<file path="src/hw/rtl/sblr_pkg.sv">
// Shared types and constants for the spectrum band log reducer.
package sblr_pkg;

  // Band table geometry
  localparam int unsigned MAX_BANDS = 32;
  localparam int unsigned BAND_W    = $clog2(MAX_BANDS);
  localparam int unsigned CNT_W     = BAND_W + 1;
  localparam int unsigned SPAN_W    = 8;
  localparam int unsigned FILL_W    = SPAN_W;

  // Sample and result widths
  localparam int unsigned MAG_W     = 16;
  localparam int unsigned LVL_W     = 10;
  localparam int unsigned CFG_W     = 10;
  localparam int unsigned CFG_IDX_W = 2;

  // Log unit: x in [1,2) with 32 fraction bits, accumulator with 48 fraction bits
  localparam int unsigned X_W       = 33;
  localparam int unsigned SQ_W      = 2 * X_W;
  localparam int unsigned EXP_W     = $clog2(MAG_W);
  localparam int unsigned FRAC_W    = 48;
  localparam int unsigned P_W       = 13;
  localparam int unsigned ACC_W     = FRAC_W + P_W;
  localparam int unsigned LOG_STEPS = 40;
  localparam int unsigned STEP_W    = $clog2(LOG_STEPS + 1);

  // 1000*log10(2) scaled by 2^48
  localparam logic [ACC_W-1:0] LOG_C    = ACC_W'(64'd84732411018727984);
  // Small upward nudge (2^-21) that covers the truncation loss of the squaring loop
  localparam logic [ACC_W-1:0] LOG_BIAS = ACC_W'(64'd134217728);

  // Scaling arithmetic
  localparam int unsigned BOUND_W   = 14;
  localparam int unsigned NUM_W     = BOUND_W + LVL_W - 1;
  localparam int unsigned PROD_W    = BOUND_W + LVL_W;
  localparam int unsigned DSTEP_W   = $clog2(LVL_W);

  // Op codes of an input beat
  localparam logic OP_SPAN_WRITE = 1'b0;
  localparam logic OP_SAMPLE     = 1'b1;

  // Configuration register indexes
  typedef enum logic [CFG_IDX_W-1:0] {
    CFG_BAND_COUNT = 2'd0,
    CFG_FLOOR      = 2'd1,
    CFG_CEILING    = 2'd2,
    CFG_SCALE      = 2'd3
  } cfg_idx_e;

  // Level mapping settings handed to the level unit
  typedef struct packed {
    logic [CFG_W-1:0] floor_lvl;
    logic [CFG_W-1:0] ceil_lvl;
    logic [LVL_W-1:0] scale;
  } cfg_t;

endpackage

</file>
<file path="src/hw/rtl/sblr_ram.sv">
// Generic single-port-write, single-port-read RAM with registered read data.
module sblr_ram #(
  parameter int unsigned WIDTH = 8,
  parameter int unsigned DEPTH = 32,
  localparam int unsigned AW   = $clog2(DEPTH)
) (
  input  logic             clk_i,
  input  logic             we_i,
  input  logic [AW-1:0]    waddr_i,
  input  logic [WIDTH-1:0] wdata_i,
  input  logic             re_i,
  input  logic [AW-1:0]    raddr_i,
  output logic [WIDTH-1:0] rdata_o
);

  logic [WIDTH-1:0] mem_q [DEPTH];
  logic [WIDTH-1:0] rdata_q;

  always_ff @(posedge clk_i) begin
    if (we_i) begin
      mem_q[waddr_i] <= wdata_i;
    end
    if (re_i) begin
      rdata_q <= mem_q[raddr_i];
    end
  end

  assign rdata_o = rdata_q;

endmodule

</file>
<file path="src/hw/rtl/sblr_level.sv">
// Band level unit: exact-floor 1000*log10 of a peak, then range mapping and division.
module sblr_level (
  input  logic                        clk_i,
  input  logic                        rst_ni,
  input  logic                        start_i,
  input  logic [sblr_pkg::MAG_W-1:0]  peak_i,
  input  sblr_pkg::cfg_t              cfg_i,
  output logic                        done_o,
  output logic [sblr_pkg::LVL_W-1:0]  level_o
);

  typedef enum logic [1:0] {
    L_IDLE,
    L_LOG,
    L_SCALE,
    L_DIV
  } lstate_e;

  lstate_e                          state_q, state_d;
  logic [sblr_pkg::X_W-1:0]         x_q, x_d;
  logic [sblr_pkg::ACC_W-1:0]       acc_q, acc_d;
  logic [sblr_pkg::ACC_W-1:0]       cs_q, cs_d;
  logic                             bit_q, bit_d;
  logic [sblr_pkg::STEP_W-1:0]      step_q, step_d;
  logic [sblr_pkg::NUM_W-1:0]       rem_q, rem_d;
  logic [sblr_pkg::NUM_W-1:0]       ds_q, ds_d;
  logic [sblr_pkg::LVL_W-1:0]       quo_q, quo_d;
  logic [sblr_pkg::DSTEP_W-1:0]     dstep_q, dstep_d;
  logic                             done_q, done_d;
  logic [sblr_pkg::LVL_W-1:0]       level_q, level_d;

  logic [sblr_pkg::EXP_W-1:0]       msb;
  logic [5:0]                       shamt;
  logic [sblr_pkg::X_W-1:0]         x_ext;
  logic [sblr_pkg::ACC_W-1:0]       acc_init;
  logic [sblr_pkg::SQ_W-1:0]        sq;
  logic [sblr_pkg::BOUND_W-1:0]     p_ext;
  logic [sblr_pkg::BOUND_W-1:0]     lo;
  logic [sblr_pkg::BOUND_W-1:0]     hi;
  logic [sblr_pkg::BOUND_W-1:0]     hl_diff;
  logic [sblr_pkg::BOUND_W-1:0]     pl_diff;
  logic                             ge;

  // Position of the leading one of the peak
  always_comb begin
    msb = '0;
    for (int i = 0; i < sblr_pkg::MAG_W; i++) begin
      if (peak_i[i]) begin
        msb = sblr_pkg::EXP_W'(i);
      end
    end
  end

  // Normalized mantissa and integer part of the log, already weighted by 1000*log10(2)
  always_comb begin
    shamt    = 6'(sblr_pkg::X_W - 1) - 6'(msb);
    x_ext    = sblr_pkg::X_W'(peak_i);
    acc_init = sblr_pkg::LOG_BIAS;
    for (int b = 0; b < sblr_pkg::EXP_W; b++) begin
      if (msb[b]) begin
        acc_init = acc_init + (sblr_pkg::LOG_C << b);
      end
    end
  end

  // One squaring per cycle yields one fraction bit of log2
  assign sq = sblr_pkg::SQ_W'(x_q) * sblr_pkg::SQ_W'(x_q);

  // Range bounds in tenths
  assign p_ext   = sblr_pkg::BOUND_W'(acc_q[sblr_pkg::ACC_W-1:sblr_pkg::FRAC_W]);
  assign lo      = sblr_pkg::BOUND_W'(cfg_i.floor_lvl) * sblr_pkg::BOUND_W'(10);
  assign hi      = sblr_pkg::BOUND_W'(cfg_i.ceil_lvl) * sblr_pkg::BOUND_W'(10);
  assign hl_diff = hi - lo;
  assign pl_diff = p_ext - lo;
  assign ge      = (rem_q >= ds_q);

  // Sequencer: log, scale, then restoring divide
  always_comb begin
    state_d = state_q;
    x_d     = x_q;
    acc_d   = acc_q;
    cs_d    = cs_q;
    bit_d   = bit_q;
    step_d  = step_q;
    rem_d   = rem_q;
    ds_d    = ds_q;
    quo_d   = quo_q;
    dstep_d = dstep_q;
    done_d  = 1'b0;
    level_d = level_q;
    case (state_q)
      L_IDLE: begin
        if (start_i) begin
          if (peak_i == '0) begin
            done_d  = 1'b1;
            level_d = '0;
          end else begin
            x_d     = x_ext << shamt;
            acc_d   = acc_init;
            cs_d    = sblr_pkg::LOG_C;
            bit_d   = 1'b0;
            step_d  = '0;
            state_d = L_LOG;
          end
        end
      end
      L_LOG: begin
        // the bit found last cycle is added with its weight now
        acc_d  = acc_q + (bit_q ? cs_q : '0);
        cs_d   = cs_q >> 1;
        bit_d  = sq[sblr_pkg::SQ_W-1];
        x_d    = sq[sblr_pkg::SQ_W-1] ? sq[sblr_pkg::SQ_W-1 -: sblr_pkg::X_W]
                                      : sq[sblr_pkg::SQ_W-2 -: sblr_pkg::X_W];
        step_d = step_q + 1'b1;
        if (step_q == sblr_pkg::STEP_W'(sblr_pkg::LOG_STEPS)) begin
          state_d = L_SCALE;
        end
      end
      L_SCALE: begin
        if (p_ext < lo) begin
          done_d  = 1'b1;
          level_d = '0;
          state_d = L_IDLE;
        end else if (p_ext > hi) begin
          done_d  = 1'b1;
          level_d = cfg_i.scale;
          state_d = L_IDLE;
        end else if (hi == lo) begin
          done_d  = 1'b1;
          level_d = '0;
          state_d = L_IDLE;
        end else begin
          rem_d   = sblr_pkg::NUM_W'(sblr_pkg::PROD_W'(pl_diff)
                                     * sblr_pkg::PROD_W'(cfg_i.scale));
          ds_d    = {hl_diff, {(sblr_pkg::LVL_W-1){1'b0}}};
          quo_d   = '0;
          dstep_d = '0;
          state_d = L_DIV;
        end
      end
      L_DIV: begin
        // quotient fits LVL_W bits since the numerator stays below divisor * 2^LVL_W
        rem_d   = ge ? (rem_q - ds_q) : rem_q;
        quo_d   = {quo_q[sblr_pkg::LVL_W-2:0], ge};
        ds_d    = ds_q >> 1;
        dstep_d = dstep_q + 1'b1;
        if (dstep_q == sblr_pkg::DSTEP_W'(sblr_pkg::LVL_W - 1)) begin
          done_d  = 1'b1;
          level_d = {quo_q[sblr_pkg::LVL_W-2:0], ge};
          state_d = L_IDLE;
        end
      end
      default: begin
        state_d = L_IDLE;
      end
    endcase
  end

  always_ff @(posedge clk_i or negedge rst_ni) begin
    if (!rst_ni) begin
      state_q <= L_IDLE;
      done_q  <= 1'b0;
      step_q  <= '0;
      dstep_q <= '0;
      bit_q   <= 1'b0;
    end else begin
      state_q <= state_d;
      done_q  <= done_d;
      step_q  <= step_d;
      dstep_q <= dstep_d;
      bit_q   <= bit_d;
    end
  end

  // Datapath registers
  always_ff @(posedge clk_i) begin
    x_q     <= x_d;
    acc_q   <= acc_d;
    cs_q    <= cs_d;
    rem_q   <= rem_d;
    ds_q    <= ds_d;
    quo_q   <= quo_d;
    level_q <= level_d;
  end

  assign done_o  = done_q;
  assign level_o = level_q;

endmodule

</file>
<file path="src/hw/rtl/spectrum_band_log_reducer.sv">
// Spectrum band log reducer top level: band sequencer, span table, level unit, configuration
// registers and output register.
//
// Magnitude samples of a frame are grouped into bands whose widths sit in a 32-entry span
// table (entries read as one until written); each finished band yields one result beat with
// level = scale mapping of floor(1000*log10(peak)). A sample that finishes no band passes
// through accept, span table read, evaluate and bookkeeping; an ignored sample (no bands,
// frame already done) goes from accept straight to bookkeeping. A band that completes also
// runs the level unit (start, the squaring log loop on a single 33x33 multiplier, a mapping
// step, a restoring divide and the done handoff), an emit and a table read of the next band.
// A peak outside the bounds skips the divide and a zero peak skips the log loop as well.
// Zero-span bands and bands flushed as zero at an early frame end skip the level unit; every
// emit also waits out result stalls. No input beat is taken while an item is in work; a
// stalled result waits in the output register.
module spectrum_band_log_reducer (
  input  logic                            clk_i,
  input  logic                            rst_ni,
  // input channel
  input  logic                            in_valid_i,
  output logic                            in_stall_o,
  input  logic                            op_i,
  input  logic [sblr_pkg::BAND_W-1:0]     band_slot_i,
  input  logic [sblr_pkg::SPAN_W-1:0]     band_span_i,
  input  logic [sblr_pkg::MAG_W-1:0]      magnitude_i,
  input  logic                            frame_end_i,
  // result channel
  output logic                            out_valid_o,
  input  logic                            out_stall_i,
  output logic [sblr_pkg::BAND_W-1:0]     band_number_o,
  output logic [sblr_pkg::LVL_W-1:0]      level_o,
  output logic                            final_band_o,
  // configuration port
  input  logic                            cfg_we_i,
  input  logic [sblr_pkg::CFG_IDX_W-1:0]  cfg_index_i,
  input  logic [sblr_pkg::CFG_W-1:0]      cfg_wdata_i
);

  typedef enum logic [2:0] {
    S_IDLE,
    S_READ,
    S_EVAL,
    S_LEVEL,
    S_EMIT,
    S_END
  } state_e;

  state_e                            state_q, state_d;
  logic [sblr_pkg::CNT_W-1:0]        cur_q, cur_d;
  logic [sblr_pkg::FILL_W-1:0]       fill_q, fill_d;
  logic [sblr_pkg::MAG_W-1:0]        peak_q, peak_d;
  logic                              done_q, done_d;
  logic [sblr_pkg::MAG_W-1:0]        mag_q, mag_d;
  logic                              end_q, end_d;
  logic                              consumed_q, consumed_d;
  logic                              flush_q, flush_d;
  logic [sblr_pkg::LVL_W-1:0]        lvl_q, lvl_d;
  logic                              lvl_start_q, lvl_start_d;
  logic [sblr_pkg::MAX_BANDS-1:0]    vld_q, vld_d;
  logic                              rd_vld_q, rd_vld_d;
  logic                              out_valid_q, out_valid_d;
  logic [sblr_pkg::BAND_W-1:0]       out_band_q, out_band_d;
  logic [sblr_pkg::LVL_W-1:0]        out_level_q, out_level_d;
  logic                              out_final_q, out_final_d;

  logic [sblr_pkg::CNT_W-1:0]        band_count_q;
  sblr_pkg::cfg_t                    cfg_q;

  logic [sblr_pkg::CNT_W-1:0]        count;
  logic [sblr_pkg::CNT_W-1:0]        cur_inc;
  logic                              next_lt;
  logic                              out_free;
  logic [sblr_pkg::SPAN_W-1:0]       span;
  logic [sblr_pkg::SPAN_W-1:0]       ram_rdata;
  logic                              ram_we;
  logic                              ram_re;
  logic [sblr_pkg::FILL_W-1:0]       fill_inc;
  logic                              do_emit;
  logic                              do_adv;
  logic [sblr_pkg::LVL_W-1:0]        emit_level;
  logic                              lvl_done;
  logic [sblr_pkg::LVL_W-1:0]        lvl_result;

  // Configuration registers
  always_ff @(posedge clk_i or negedge rst_ni) begin
    if (!rst_ni) begin
      band_count_q    <= '0;
      cfg_q.floor_lvl <= sblr_pkg::CFG_W'(100);
      cfg_q.ceil_lvl  <= sblr_pkg::CFG_W'(300);
      cfg_q.scale     <= '0;
    end else if (cfg_we_i) begin
      case (sblr_pkg::cfg_idx_e'(cfg_index_i))
        sblr_pkg::CFG_BAND_COUNT: band_count_q    <= cfg_wdata_i[sblr_pkg::CNT_W-1:0];
        sblr_pkg::CFG_FLOOR:      cfg_q.floor_lvl <= cfg_wdata_i;
        sblr_pkg::CFG_CEILING:    cfg_q.ceil_lvl  <= cfg_wdata_i;
        sblr_pkg::CFG_SCALE:      cfg_q.scale     <= cfg_wdata_i[sblr_pkg::LVL_W-1:0];
        default: begin
        end
      endcase
    end
  end

  // Bands in use, clamped to the table depth
  assign count = (band_count_q > sblr_pkg::CNT_W'(sblr_pkg::MAX_BANDS))
               ? sblr_pkg::CNT_W'(sblr_pkg::MAX_BANDS) : band_count_q;

  assign cur_inc  = cur_q + 1'b1;
  assign next_lt  = (cur_inc < count);
  assign out_free = !out_valid_q || !out_stall_i;
  assign fill_inc = fill_q + 1'b1;
  // unwritten table entries read as one
  assign span     = rd_vld_q ? ram_rdata : sblr_pkg::SPAN_W'(1);

  // Span table
  sblr_ram #(
    .WIDTH (sblr_pkg::SPAN_W),
    .DEPTH (sblr_pkg::MAX_BANDS)
  ) u_span_ram (
    .clk_i   (clk_i),
    .we_i    (ram_we),
    .waddr_i (band_slot_i),
    .wdata_i (band_span_i),
    .re_i    (ram_re),
    .raddr_i (cur_q[sblr_pkg::BAND_W-1:0]),
    .rdata_o (ram_rdata)
  );

  // Level unit
  sblr_level u_level (
    .clk_i   (clk_i),
    .rst_ni  (rst_ni),
    .start_i (lvl_start_q),
    .peak_i  (peak_q),
    .cfg_i   (cfg_q),
    .done_o  (lvl_done),
    .level_o (lvl_result)
  );

  // Band sequencer
  always_comb begin
    state_d     = state_q;
    cur_d       = cur_q;
    fill_d      = fill_q;
    peak_d      = peak_q;
    done_d      = done_q;
    mag_d       = mag_q;
    end_d       = end_q;
    consumed_d  = consumed_q;
    flush_d     = flush_q;
    lvl_d       = lvl_q;
    lvl_start_d = 1'b0;
    vld_d       = vld_q;
    rd_vld_d    = rd_vld_q;
    ram_we      = 1'b0;
    ram_re      = 1'b0;
    do_emit     = 1'b0;
    do_adv      = 1'b0;
    emit_level  = '0;

    case (state_q)
      S_IDLE: begin
        if (in_valid_i) begin
          if (op_i == sblr_pkg::OP_SPAN_WRITE) begin
            ram_we             = 1'b1;
            vld_d[band_slot_i] = 1'b1;
          end else begin
            mag_d      = magnitude_i;
            end_d      = frame_end_i;
            consumed_d = 1'b0;
            if ((count != '0) && !done_q && (cur_q < count)) begin
              state_d = S_READ;
            end else begin
              state_d = S_END;
            end
          end
        end
      end
      S_READ: begin
        ram_re   = 1'b1;
        rd_vld_d = vld_q[cur_q[sblr_pkg::BAND_W-1:0]];
        state_d  = S_EVAL;
      end
      S_EVAL: begin
        if (span == '0) begin
          // empty band: report zero and move on
          if (out_free) begin
            do_emit = 1'b1;
            do_adv  = 1'b1;
            if (next_lt) begin
              state_d = S_READ;
            end else begin
              done_d  = 1'b1;
              state_d = S_END;
            end
          end
        end else if (!consumed_q) begin
          peak_d     = (mag_q > peak_q) ? mag_q : peak_q;
          fill_d     = fill_inc;
          consumed_d = 1'b1;
          if (fill_inc >= span) begin
            lvl_start_d = 1'b1;
            flush_d     = 1'b0;
            state_d     = S_LEVEL;
          end else begin
            state_d = S_END;
          end
        end else begin
          state_d = S_END;
        end
      end
      S_LEVEL: begin
        if (lvl_done) begin
          lvl_d   = lvl_result;
          state_d = S_EMIT;
        end
      end
      S_EMIT: begin
        if (out_free) begin
          do_emit    = 1'b1;
          emit_level = lvl_q;
          do_adv     = 1'b1;
          if (flush_q) begin
            state_d = S_END;
          end else if (next_lt) begin
            state_d = S_READ;
          end else begin
            done_d  = 1'b1;
            state_d = S_END;
          end
        end
      end
      S_END: begin
        if (end_q && (count != '0) && !done_q && (cur_q < count)) begin
          // early frame end: partial band from its peak, later bands as zero
          if (fill_q != '0) begin
            lvl_start_d = 1'b1;
            flush_d     = 1'b1;
            state_d     = S_LEVEL;
          end else if (out_free) begin
            do_emit = 1'b1;
            do_adv  = 1'b1;
          end
        end else begin
          if (end_q) begin
            cur_d  = '0;
            fill_d = '0;
            peak_d = '0;
            done_d = 1'b0;
          end
          state_d = S_IDLE;
        end
      end
      default: begin
        state_d = S_IDLE;
      end
    endcase

    // Advance to the next band
    if (do_adv) begin
      cur_d  = cur_inc;
      fill_d = '0;
      peak_d = '0;
    end

    // Output register
    out_valid_d = out_valid_q && out_stall_i;
    out_band_d  = out_band_q;
    out_level_d = out_level_q;
    out_final_d = out_final_q;
    if (do_emit) begin
      out_valid_d = 1'b1;
      out_band_d  = cur_q[sblr_pkg::BAND_W-1:0];
      out_level_d = emit_level;
      out_final_d = (cur_inc == count);
    end
  end

  always_ff @(posedge clk_i or negedge rst_ni) begin
    if (!rst_ni) begin
      state_q     <= S_IDLE;
      cur_q       <= '0;
      fill_q      <= '0;
      peak_q      <= '0;
      done_q      <= 1'b0;
      end_q       <= 1'b0;
      consumed_q  <= 1'b0;
      flush_q     <= 1'b0;
      lvl_start_q <= 1'b0;
      vld_q       <= '0;
      rd_vld_q    <= 1'b0;
      out_valid_q <= 1'b0;
    end else begin
      state_q     <= state_d;
      cur_q       <= cur_d;
      fill_q      <= fill_d;
      peak_q      <= peak_d;
      done_q      <= done_d;
      end_q       <= end_d;
      consumed_q  <= consumed_d;
      flush_q     <= flush_d;
      lvl_start_q <= lvl_start_d;
      vld_q       <= vld_d;
      rd_vld_q    <= rd_vld_d;
      out_valid_q <= out_valid_d;
    end
  end

  // Payload registers
  always_ff @(posedge clk_i) begin
    mag_q       <= mag_d;
    lvl_q       <= lvl_d;
    out_band_q  <= out_band_d;
    out_level_q <= out_level_d;
    out_final_q <= out_final_d;
  end

  assign in_stall_o    = (state_q != S_IDLE);
  assign out_valid_o   = out_valid_q;
  assign band_number_o = out_band_q;
  assign level_o       = out_level_q;
  assign final_band_o  = out_final_q;

endmodule
</file>
<file path="config.mk">
export PLATFORM = sky130hd
export DESIGN_NAME = spectrum_band_log_reducer
export DESIGN_NICKNAME = d
export VERILOG_FILES = /design/src/hw/rtl/sblr_pkg.sv /design/src/hw/rtl/sblr_ram.sv /design/src/hw/rtl/sblr_level.sv /design/src/hw/rtl/spectrum_band_log_reducer.sv
export SDC_FILE = /design/constraint.sdc
export NUM_CORES = 2
export LEC_CHECK = 0
export BUFFER_PORTS_ARGS = -buffer_cell sky130_fd_sc_hd__buf_4
export CORE_MARGIN = 5
export CORE_UTILIZATION = 25
export CTS_CLUSTER_SIZE = 8
export DETAILED_ROUTE_END_ITERATION = 10
export PLACE_DENSITY = 0.34
export SYNTH_ARGS = -nofsm -noshare
export SYNTH_HDL_FRONTEND = slang
export SYNTH_SLANG_ARGS = --single-unit
</file>
<file path="constraint.sdc">
create_clock -name clk_i -period 19.9 [get_ports clk_i]
set_input_delay 1.99 -clock clk_i [delete_from_list [all_inputs] [get_ports clk_i]]
set_output_delay 1.99 -clock clk_i [all_outputs]
set_load 0.03 [all_outputs]
</file>
==> impl_metrics.tcl <==
set metrics [dict create \
    synth_edf_count 522 \
    ys.flop_type "edfxtp_1" \
    synth_cells 6825 \
    ff2ff_path_depth 28 \
    postCtsHoldBufs 0 \
    yosysUniqueCellTypes 98 \
    worst_clock_skew_ns 0.0671 \
    synth.avg_cell_area_um2 10.3 \
    grtUsageTotal 0.151 \
    final_hold_viol_count 0 \
    cts.clk_slew.worst_paths_ns 0.07 \
    r2r-start "u_level.x_q[28]$_DFFE_PP_" \
    tightest_slew_ns 1.24 \
    fin_crit_ns 9.96 \
    ant_nets 0 \
    grtUsageMet3 0.0154 \
    cts_buffers 93 \
    tritoncts "yes" \
    vias_per_cell 4.45 \
    slowest_stage "nor2_2" \
    dp_hpwl_mm 165 \
    hp-class "flip-flop to flip-flop" \
    antenna_found_initial 17 \
    layout_commonest_cell "inv_1" \
    gp_congestion 0.801 \
    async_flop_share 0.189 \
    grt_util_met1 0.220 \
    arrival_ns 10.53 \
    crit_path_end_kind "flip-flop" \
    post_cts_resized 0 \
    yosysWarnings 0 \
    rsz0062_at_grt "no" \
    worstSetupPathType "flip-flop to flip-flop" \
    r2r-end "u_level.x_q[30]$_DFFE_PP_" \
    start_util 0.251 \
    seqCellArea_um2 18700 \
    setup_tns_ns 0 \
    core.rowCount 194 \
    synth_top_area_frac 0.276 \
    grt_pass1_wl_mm 339 \
    fmax_mhz 100 \
    die_x_um 540 \
    insertion_delay_ns 0.72 \
    yosysSeqAreaShare 0.267 \
    drc 0 \
    max_stage_delay_ns 0.92 \
    min_to "lvl_q[5]$_DFFE_PP_" \
    slew_violations 0 \
    fin_crit_sh 0.501 \
    yosys_register_bits 644 \
    grt-busiest-layer "met2" \
    grt_overflow 0 \
    timing.hold.ws_ns 0.402 \
    rrSetupSlack_ns 9.94 \
    num_vias 47200 \
    crit_required_ns 20.46 \
    syn_to_final_growth_pct 10.9 \
    die_height_um 540 \
    dieArea_um2 292000 \
    synth.area.top_cells "fa_1 28%, edfxtp_1 22%, ha_1 9.4%" \
    post-route-util 0.279 \
    drive_gt1_frac 0.0714 \
    crit_path_start_kind "flip-flop" \
    multi_input_area_um2 45100 \
    final_cell_mix "1,424 x inv_1, 967 x fa_1, 615 x nand2_1" \
    final-setup-viol-count 0 \
    nFillCells 29500 \
    firstDrtPassIters 5 \
    wl_mm 219 \
    hp-start "u_level.level_o[5]$_DFFE_PP_" \
    wl_per_cell_um 20.7 \
    path_common_cell "fa_1" \
    core-area_um2 279000 \
    cap_viol_max_count 0 \
    syn_nets 8369 \
    grt_pass1_vias 52300 \
    drt-initial-drc-count 2577 \
    grt_max_degree 65 \
    htreeDepth 3 \
    nets 8342 \
    syn_area_um2 70200 \
    crit_fanout 29 \
    status "finished, final reports clean" \
    worstHoldPathCells 0 \
    yosys.area.top_type "fa_1" \
    clockBufferDepth 3 \
    slew_headroom 0.163 \
    cts_sinks 644 \
    root_buffer "clkbuf_16" \
    io_pins 66 \
    post_cts_buffers 0 \
    use_met2 0.248 \
    port_buffers 65 \
]
[synth_stat cells, types with 13 or more instances]
cell type / number
a211oi_1: 23
a21boi_0: 13
a21o_1: 134
a21oi_1: 241
a22oi_1: 22
a31oi_1: 29
and2_1: 331
and3_1: 73
buf_1: 18
clkbuf_1: 235
dfrtp_1: 115
edfxtp_1: 522
fa_1: 967
ha_1: 529
inv_1: 1425
mux2_2: 51
mux2i_1: 54
mux4_2: 90
nand2_1: 615
nand2b_1: 38
nand3_1: 70
nand4_1: 43
nor2_1: 263
nor2b_1: 43
nor3_1: 54
nor4_1: 17
o211ai_1: 15
o21a_1: 40
o21ai_0: 184
o21bai_1: 32
o22ai_1: 17
o31ai_1: 20
or2_2: 49
or3_1: 43
xnor2_1: 131
xor2_1: 84
[cells by family (layout without fill, tap and decap cells)]
group                    after synthesis  count (layout)  synth area share
AO/OA/AOI/OAI                        892             892            0.0817
XOR/XNOR                             217             217            0.0273
adder cells (fa/ha/maj)             1496            1496             0.370
buffers and inverters               1697            1749            0.0912
flip-flops                           644             644             0.267
multiplexers                         195             195            0.0448
other                                  0               4                 0
AND/OR/NAND/NOR                     1684            1684             0.118
[worst max-delay path by stage]
| stage | depth (start not counted) | start | end | slack (ns) |
|---|---|---|---|---|
| floorplan | 9 | peak_q[11]$_DFFE_PN0P_ | u_level.step_q[5]$_DFFE_PN0P_ | 10.32 |
| global placement | 28 | u_level.x_q[28]$_DFFE_PP_ | u_level.x_q[30]$_DFFE_PP_ | 9.99 |
| detailed placement | 28 | u_level.x_q[28]$_DFFE_PP_ | u_level.x_q[30]$_DFFE_PP_ | 9.86 |
| CTS | 28 | u_level.x_q[28]$_DFFE_PP_ | u_level.x_q[30]$_DFFE_PP_ | 9.83 |
| global route | 28 | u_level.x_q[28]$_DFFE_PP_ | u_level.x_q[30]$_DFFE_PP_ | 9.28 |
| finish | 28 | u_level.x_q[28]$_DFFE_PP_ | u_level.x_q[30]$_DFFE_PP_ | 9.94 |
[through the flow]
step	cell area, µm²	setup WS [ns]	cells
3_5_place_dp	75000	9.86	10400
4_1_cts	77900	9.83	10600
2_1_floorplan	70200	10.32	6825
6_report	77900	9.94	10600
5_1_grt	77900	9.28	10600
3_3_place_gp	75000	9.99	10400
[worst max-delay path: cells and delay by family (launching register included)]
family                   cells  cell delay, ns
flip-flops                   1            0.32
XOR/XNOR                     1            0.22
buffers and inverters        8            1.36
AND/OR/NAND/NOR              5            2.09
AO/OA/AOI/OAI                5            1.39
adder cells (fa/ha/maj)      9            4.39
[final cells by class]
class                           instances  share of cell area
Antenna cell                            4            0.000129
Timing Repair Buffer                  145              0.0140
Multi-Input combinational cell       4484               0.579
Sequential cell                       644               0.241
Clock buffer                          165              0.0343
Tap cell                             3724              0.0598
Inverter                             1430              0.0689
Clock inverter                          9             0.00288
[metal layers]
layer	routed length [µm]	up-vias	share of wire
li1	-	22000	-
met1	108000	24300	0.49
met2	102000	678	0.46
met3	6690	171	0.030
met4	3090	4	0.014
met5	21	-	0.000096
[state kept, by name, summed over array words and instances (netlist names), 10 cells and up]
signal            count
u_span_ram.mem_q    256
u_level.acc_q        61
u_level.cs_q         57
u_level.x_q          33
vld_q                32
cfg_q                30
u_level.ds_q         23
u_level.rem_q        23
mag_q                16
peak_q               16
level_o              10
lvl_q                10
u_level.level_o      10
Power is not shown: default switching activity piles up to over one toggle a cycle in this logic, so the estimate is an artifact.
